[src/rtl/imda_pkg.sv]
package imda_pkg;

  // operand width used by the arithmetic; ports stay 64 bits
  localparam int W = 64;
  localparam int CW = $clog2(W);

  // opcodes
  localparam logic [2:0] OP_ADD = 3'd0;
  localparam logic [2:0] OP_SUB = 3'd1;
  localparam logic [2:0] OP_NEG = 3'd2;
  localparam logic [2:0] OP_MUL = 3'd3;
  localparam logic [2:0] OP_DIV = 3'd4;
  localparam logic [2:0] OP_ABS = 3'd5;

  // iteration counts, loaded as count minus one
  localparam logic [CW-1:0] MUL_LAST = CW'(W - 1);
  localparam logic [CW-1:0] DIV_LAST = CW'(W - 2);

  typedef struct packed {
    logic load;
    logic step;
    logic finish;
  } imda_cmd_t;

  typedef struct packed {
    logic long_op;
    logic mul_op;
  } imda_stat_t;

endpackage

[src/rtl/imda_ctrl.sv]
module imda_ctrl (
  input  logic                clk,
  input  logic                rst_n,
  input  logic                in_valid,
  output logic                in_ready,
  output logic                out_valid,
  input  logic                out_ready,
  input  imda_pkg::imda_stat_t stat,
  output imda_pkg::imda_cmd_t  cmd
);
  import imda_pkg::*;

  localparam logic [1:0] S_IDLE = 2'd0;
  localparam logic [1:0] S_RUN  = 2'd1;
  localparam logic [1:0] S_FIN  = 2'd2;

  logic [1:0]    state_r, state_nxt;
  logic [CW-1:0] cnt_r, cnt_nxt;
  logic          out_valid_r, out_valid_nxt;
  logic          accept;
  logic          out_free;

  assign in_ready  = (state_r == S_IDLE);
  assign out_valid = out_valid_r;
  assign accept    = in_valid && in_ready;
  assign out_free  = !out_valid_r || out_ready;

  // sequencing of load, iterations and result hand-off
  always_comb begin
    state_nxt     = state_r;
    cnt_nxt       = cnt_r;
    out_valid_nxt = out_valid_r;
    cmd           = '0;
    if (out_valid_r && out_ready) begin
      out_valid_nxt = 1'b0;
    end
    case (state_r)
      S_IDLE: begin
        if (accept) begin
          cmd.load  = 1'b1;
          cnt_nxt   = stat.mul_op ? MUL_LAST : DIV_LAST;
          state_nxt = stat.long_op ? S_RUN : S_FIN;
        end
      end
      S_RUN: begin
        cmd.step = 1'b1;
        if (cnt_r == '0) begin
          state_nxt = S_FIN;
        end else begin
          cnt_nxt = cnt_r - 1'b1;
        end
      end
      S_FIN: begin
        if (out_free) begin
          cmd.finish    = 1'b1;
          out_valid_nxt = 1'b1;
          state_nxt     = S_IDLE;
        end
      end
      default: begin
        state_nxt = S_IDLE;
      end
    endcase
  end

  always_ff @(posedge clk) begin
    if (!rst_n) begin
      state_r     <= S_IDLE;
      cnt_r       <= '0;
      out_valid_r <= 1'b0;
    end else begin
      state_r     <= state_nxt;
      cnt_r       <= cnt_nxt;
      out_valid_r <= out_valid_nxt;
    end
  end

endmodule

[src/rtl/imda_dp.sv]
module imda_dp (
  input  logic                 clk,
  input  logic [2:0]           in_opcode,
  input  logic signed [63:0]   in_operand_a,
  input  logic signed [63:0]   in_operand_b,
  input  imda_pkg::imda_cmd_t  cmd,
  output imda_pkg::imda_stat_t stat,
  output logic signed [63:0]   out_result,
  output logic [62:0]          out_remainder,
  output logic                 out_error
);
  import imda_pkg::*;

  logic [W-1:0] a, b, mag_a, mag_b, quick;
  logic         sa, sb, is_mul, is_div, div_bad;

  logic [W-1:0] x_r, y_r, acc_r, q_r;
  logic         mul_r, div_r, neg_r, err_r;

  logic [W-1:0] r_sh, r_dif;
  logic         r_ge;
  logic [W-1:0] fin_res;
  logic [W-2:0] fin_rem;

  logic [W-1:0] res_r;
  logic [W-2:0] rem_r;
  logic         oerr_r;

  // operand decode
  assign a       = in_operand_a[W-1:0];
  assign b       = in_operand_b[W-1:0];
  assign sa      = a[W-1];
  assign sb      = b[W-1];
  assign mag_a   = sa ? (W'(0) - a) : a;
  assign mag_b   = sb ? (W'(0) - b) : b;
  assign is_mul  = (in_opcode == OP_MUL);
  assign is_div  = (in_opcode == OP_DIV);
  assign div_bad = sa || sb;

  assign stat.mul_op  = is_mul;
  assign stat.long_op = is_mul || (is_div && !div_bad);

  // operations without iteration, computed combinationally
  always_comb begin
    case (in_opcode)
      OP_ADD:  quick = a + b;
      OP_SUB:  quick = a - b;
      OP_NEG:  quick = W'(0) - a;
      OP_ABS:  quick = mag_a;
      default: quick = '0;
    endcase
  end

  // one restoring division step
  assign r_sh  = {acc_r[W-2:0], x_r[W-2]};
  assign r_ge  = (r_sh >= y_r);
  assign r_dif = r_sh - y_r;

  // final selection
  always_comb begin
    fin_res = acc_r;
    fin_rem = '0;
    if (mul_r) begin
      fin_res = neg_r ? (W'(0) - acc_r) : acc_r;
    end else if (div_r) begin
      fin_res = q_r;
      fin_rem = acc_r[W-2:0];
    end
  end

  // working registers
  always_ff @(posedge clk) begin
    if (cmd.load) begin
      mul_r <= is_mul;
      div_r <= is_div && !div_bad;
      neg_r <= sa ^ sb;
      q_r   <= '0;
      if (is_mul) begin
        x_r   <= mag_a;
        y_r   <= mag_b;
        acc_r <= '0;
        err_r <= 1'b0;
      end else if (is_div) begin
        x_r   <= a;
        y_r   <= b;
        acc_r <= '0;
        err_r <= div_bad || (b == '0);
      end else begin
        x_r   <= a;
        y_r   <= b;
        acc_r <= quick;
        err_r <= 1'b0;
      end
    end else if (cmd.step) begin
      x_r <= {x_r[W-2:0], 1'b0};
      if (mul_r) begin
        y_r <= {1'b0, y_r[W-1:1]};
        if (y_r[0]) begin
          acc_r <= acc_r + x_r;
        end
      end else begin
        acc_r <= r_ge ? r_dif : r_sh;
        q_r   <= {q_r[W-2:0], r_ge};
      end
    end
  end

  // output register
  always_ff @(posedge clk) begin
    if (cmd.finish) begin
      res_r  <= fin_res;
      rem_r  <= fin_rem;
      oerr_r <= err_r;
    end
  end

  assign out_result    = 64'($signed(res_r));
  assign out_remainder = 63'(rem_r);
  assign out_error     = oerr_r;

endmodule

[src/rtl/integer_mul_div_alu.sv]
// channel  | ports                                                          | dir
// ---------+----------------------------------------------------------------+-----
// input    | in_valid/in_ready, in_opcode, in_operand_a, in_operand_b       | in
// result   | out_valid/out_ready, out_result, out_remainder, out_error      | out
//
// add, subtract, negate, abs, unused codes and negative-operand divides: load and finish;
// the result is registered in the finish state that follows the load.
// multiply: 64 shift-add iterations plus load and finish.
// divide (zero divisor included): 63 restoring steps plus load and finish.
// one item in the engine at a time; the next item is taken while a result waits,
// and a stalled result holds the engine in its finish state until out_ready.
// synchronous active-low reset clears the controller; data registers are not reset.
module integer_mul_div_alu (
  input  logic               clk,
  input  logic               rst_n,
  input  logic               in_valid,
  output logic               in_ready,
  input  logic [2:0]         in_opcode,
  input  logic signed [63:0] in_operand_a,
  input  logic signed [63:0] in_operand_b,
  output logic               out_valid,
  input  logic               out_ready,
  output logic signed [63:0] out_result,
  output logic [62:0]        out_remainder,
  output logic               out_error
);
  import imda_pkg::*;

  imda_cmd_t  cmd;
  imda_stat_t stat;

  // sequencer
  imda_ctrl u_ctrl (
    .clk       (clk),
    .rst_n     (rst_n),
    .in_valid  (in_valid),
    .in_ready  (in_ready),
    .out_valid (out_valid),
    .out_ready (out_ready),
    .stat      (stat),
    .cmd       (cmd)
  );

  // arithmetic datapath
  imda_dp u_dp (
    .clk           (clk),
    .in_opcode     (in_opcode),
    .in_operand_a  (in_operand_a),
    .in_operand_b  (in_operand_b),
    .cmd           (cmd),
    .stat          (stat),
    .out_result    (out_result),
    .out_remainder (out_remainder),
    .out_error     (out_error)
  );

endmodule
[config.mk]
export PLATFORM = sky130hd
export DESIGN_NAME = integer_mul_div_alu
export DESIGN_NICKNAME = d
export VERILOG_FILES = /design/src/rtl/imda_pkg.sv /design/src/rtl/imda_ctrl.sv /design/src/rtl/imda_dp.sv /design/src/rtl/integer_mul_div_alu.sv
export SDC_FILE = /design/constraint.sdc
export NUM_CORES = 2
export LEC_CHECK = 0
export BUFFER_PORTS_ARGS = -buffer_cell sky130_fd_sc_hd__buf_2
export CORE_ASPECT_RATIO = 0.9
export CORE_UTILIZATION = 50
export CTS_CLUSTER_DIAMETER = 50
export DETAILED_ROUTE_END_ITERATION = 8
export PLACE_DENSITY = 0.67
export SYNTH_ARGS = -nofsm -noshare
export SYNTH_HDL_FRONTEND = slang
export SYNTH_HIERARCHICAL = 1
export SYNTH_SLANG_ARGS = --single-unit
[constraint.sdc]
create_clock -name clk -period 11.1 [get_ports clk]
set_input_delay 0 -clock clk [delete_from_list [all_inputs] [get_ports clk]]
set_output_delay 0 -clock clk [all_outputs]
set_load 0.05 [all_outputs]
==> results.md <==
* Syn Inst Count at 4526
* Most frequent cell after synthesis: a21oi_1
* Initial core utilization at 50.57%
* Post-CTS Resized at 0
* Reg area at 0.01119 mm^2
* H-tree depth at 2
* CP max stage delay at 1.00 ns
* Flop-to-flop setup slack at 6.01 ns
* Worst-path fanout max at 9
* Sink Count at 397
* Met3 global-route usage at 12.83%
* Post-DRT Antenna Nets at 0
* RSZ-0062 raised after global routing: false
* Top cells by count, synth: a21oi_1 (585), nor2_1 (578), nand2_1 (530)
* Worst Setup End Kind: register
* Tot GR Track Use at 37.01%
* Largest family of logic cells by synthesized area: compound AO/OA/AOI/OAI gates
* GR peak layer: met1
* Sequential fraction of the synthesis area at 31.57%
* R2r worst-path depth at 12
* Fraction of the mapped netlist area in simple logic gates at 23.21%
* Cells along the critical path: dlygate4sd3_1, buf_2, or4_1, nor4b_2, nand3_1, nor3_1, and2_1, nor2_1, xnor2_1, ha_1, nand3_1, nor4_1, nand4_1, a211oi_1, nor3_1, a2111oi_0, o21ai_0, xnor2_1, a21oi_1, o221ai_1
* XOR/XNOR Fraction of Synth Area at 8.301%
* Post-synth EDFFs at 324
* Max stage delay cell, worst path: a2111oi_0
* Yosys warns at 6
* Post-CTS setup buffer count at 0
* Congestion Overflow GR at 0
* Ports at 265
* Final min period at 6.161 ns
* Startpoint Class: input pin
* Yosys top cell by area: edfxtp_1
* Slew at the pin closest to its max-slew limit at 1.247 ns
* Leakage power at 0.01553 uW
* WS Path Type: input pin to register
* Compound-gate portion of the synthesized area at 24.48%
* Crit path depth at 20
* Max-cap violations at 0
* Hold_buf cts at 129
* Pin count of the biggest net entering global routing at 161
* Placer Congestion at 1.010
* Proportion of layout cells with a drive suffix above 1 at 10.03%
* CP Buf/Inv Count at 2
* Total Die Area at 0.07198 mm^2
* Adder-cell share of the synthesized area at 7.157%
* VDD IR max at 0.1218 mV
* Req. time, crit path at 11.43 ns
* CTS tree: done
* Primary FF master, synth: edfxtp_1
* Crit path from: in_operand_b[4]
* Setup TNS at 0 ns
* Core area at 0.07010 mm^2
* Bufs on Longest Clock Path at 3
* Syn nets at 4862
* Multi-input gate area at 0.02276 mm^2
* Synth cell types at 100
* Die W at 282.7 um
* Via count at 36498
* Max Clock Freq at 0.1623 GHz
* DRC Markers at 0
* Buffers on Ports at 264
* R2r endpoint: u_dp/acc_r[63]
* Num CTS Buffers at 56
* Slew headroom at 14.74%
* Clk_skew at 0.05947 ns
* Fin nets at 5108
* Met2 GRT Util at 50.71%
* Routed WL at 137.3 mm
* Pwr/cell area at 175.3 mW/mm^2
* Status: complete, no violations
* Routed WL per cell at 23.84 um
* Max Slew Vio Count at 0
* Cell chosen for the clock root: clkbuf_16
* Share of flip-flops with an asynchronous set or reset at 0%
* Vias per cell at 6.338
* Non-filler instance count after layout at 5759
* Hold slack final at 0.06969 ns
* Vias in the first global route at 32309
* Final hold vios at 0
* Multiplexer share of the synthesized area at 0.8611%
* Largest delay share family, worst path: simple AND/OR/NAND/NOR gates
* Number of fill cells at 6494
* Initial antenna violation count at 3
* Row cnt at 92
* Initial DRC Count at 4718
* Drt pass-1 iters at 7
* Area grow syn2layout at 14.17%
* Hold Path Class: input pin to register
* Final period utilization at 55.51%
* Synthesized area at 0.03545 mm^2
* Clk pin slew, worst setup/hold paths at 0.06 ns
* First-pass GRT wire length at 200.5 mm
* HPWL after DPL at 105.1 mm
* Synth top area cells: edfxtp_1 (27%), a21oi_1 (8.3%), ha_1 (7.0%)
* Reg-to-Reg Start: u_dp/acc_r[56]
* Global Route met1 Usage at 54.58%
* Synth Area per Inst at 7.833 um^2
* # placed instances at 5525
* Crit path arrival time at 6.50 ns
* DIE HEIGHT at 254.6 um
* Critical path endpoint: u_dp/acc_r[58]
* Post-DP Area at 0.03734 mm^2
* Cell area after layout at 0.04048 mm^2
* Top cell type's share of synthesized area at 27.44%
* Clock Latency Late Sink at 0.65 ns
* Endpoints failing setup at 0
* HP Start: in_operand_a[50]
* Yosys reg bits at 397
==> power by group <==
part           switching [uW]  total [uW]  internal, uW
logic                    2120        3230          1110
registers                 255        2120          1870
clock network             750        1750           997
total                    3120        7100          3980
==> state kept, by name (all words and copies together) (netlist names) <==
register / cells
u_dp/acc_r: 64
u_dp/out_result: 64
u_dp/q_r: 64
u_dp/x_r: 64
u_dp/y_r: 64
u_dp/out_remainder: 63
u_ctrl/cnt_r: 6
u_ctrl/state_r: 2
u_ctrl/out_valid: 1
u_dp/div_r: 1
u_dp/err_r: 1
u_dp/mul_r: 1
u_dp/neg_r: 1
u_dp/out_error: 1
==> worst min path at each step <==
stage          depth (start not counted)                end  slack (ns)
2_1_floorplan                          2  u_ctrl/state_r[0]        0.16
3_3_place_gp                           3  u_ctrl/state_r[0]        0.32
3_5_place_dp                           2    u_ctrl/cnt_r[3]        0.32
4_1_cts                                3       u_dp/x_r[50]       0.002
5_1_grt                                3       u_dp/x_r[50]        0.04
6_report                               3       u_dp/x_r[50]        0.07
==> kinds of logic (layout without fill, tap and decap cells) <==
family,count (synthesis),in the layout
other cells,0,3
simple gates,1758,1758
mux,30,30
fa+ha+maj,201,201
flops,397,397
compound gates,1411,1411
xor+xnor,336,336
buf+inv,393,683
==> per-stage QoR <==
stage                     setup WS [ns]  utilization [%]  total power (uW)
after global placement            5.168            53.27              5207
after detailed placement          5.036            53.27              5198
final                             4.939            57.74              7096
after global routing              4.772            57.73              7438
after CTS                         5.116            57.73              7000
after floorplan                   4.061                -              4259
==> worst reg2reg max path, stage by stage, from the launching register on <==
cell and delay, ns:
edfxtp_1 0.61, ha_1 0.57, nand4_1 0.31, nor3_1 0.37
or4b_1 0.55, nor2_1 0.26, o21ai_1 0.22, nand2_2 0.13
buf_4 0.62, nor2_4 0.30, a221o_1 0.42, a2111oi_0 0.34
o21ai_1 0.11
==> routing by layer <==
metal  routed length (um)  part of all wire, %  vias up
li1                     -                    -    17075
met1                60800                   44    17138
met2                53990                   39     2069
met3                19130                   14      212
met4                 3327                  2.4        4
met5                   21                0.015        -
==> final cells by class <==
| cell class | instances | area share [%] |
|---|---|---|
| Timing Repair Buffer | 441 | 7.376 |
| Multi-Input combinational cell | 3736 | 56.22 |
| Clock buffer | 61 | 3.611 |
| Clock inverter | 41 | 0.9212 |
| Inverter | 140 | 1.298 |
| Sequential cell | 397 | 27.65 |
| Tap cell | 940 | 2.906 |
| Antenna cell | 3 | 0.01855 |
==> layout by cell type, fill, tap and decap left out, types with 22 or more instances in the layout <==
| cell type | instances |
|---|---|
| a21o_1 | 89 |
| o22ai_1 | 62 |
| nand4_1 | 71 |
| or4_1 | 29 |
| dfxtp_1 | 73 |
| nor3_1 | 114 |
| o31ai_1 | 51 |
| a211oi_1 | 40 |
| a311oi_1 | 22 |
| nand2b_1 | 31 |
| nand2_1 | 528 |
| dlygate4sd3_1 | 129 |
| o21ai_0 | 228 |
| xnor2_1 | 216 |
| nor4_1 | 42 |
| clkbuf_16 | 57 |
| xor2_1 | 120 |
| mux2i_1 | 26 |
| nand3_1 | 78 |
| a21oi_1 | 584 |
| buf_4 | 47 |
| and2_1 | 88 |
| nor2_1 | 575 |
| o211ai_1 | 31 |
| a31oi_1 | 41 |
| edfxtp_1 | 324 |
| o21bai_1 | 38 |
| buf_2 | 264 |
| ha_1 | 198 |
| and3_1 | 27 |
| o21a_1 | 38 |
| inv_1 | 140 |
| or3_1 | 51 |
No activity file was read; power rests on OpenSTA's default activity.
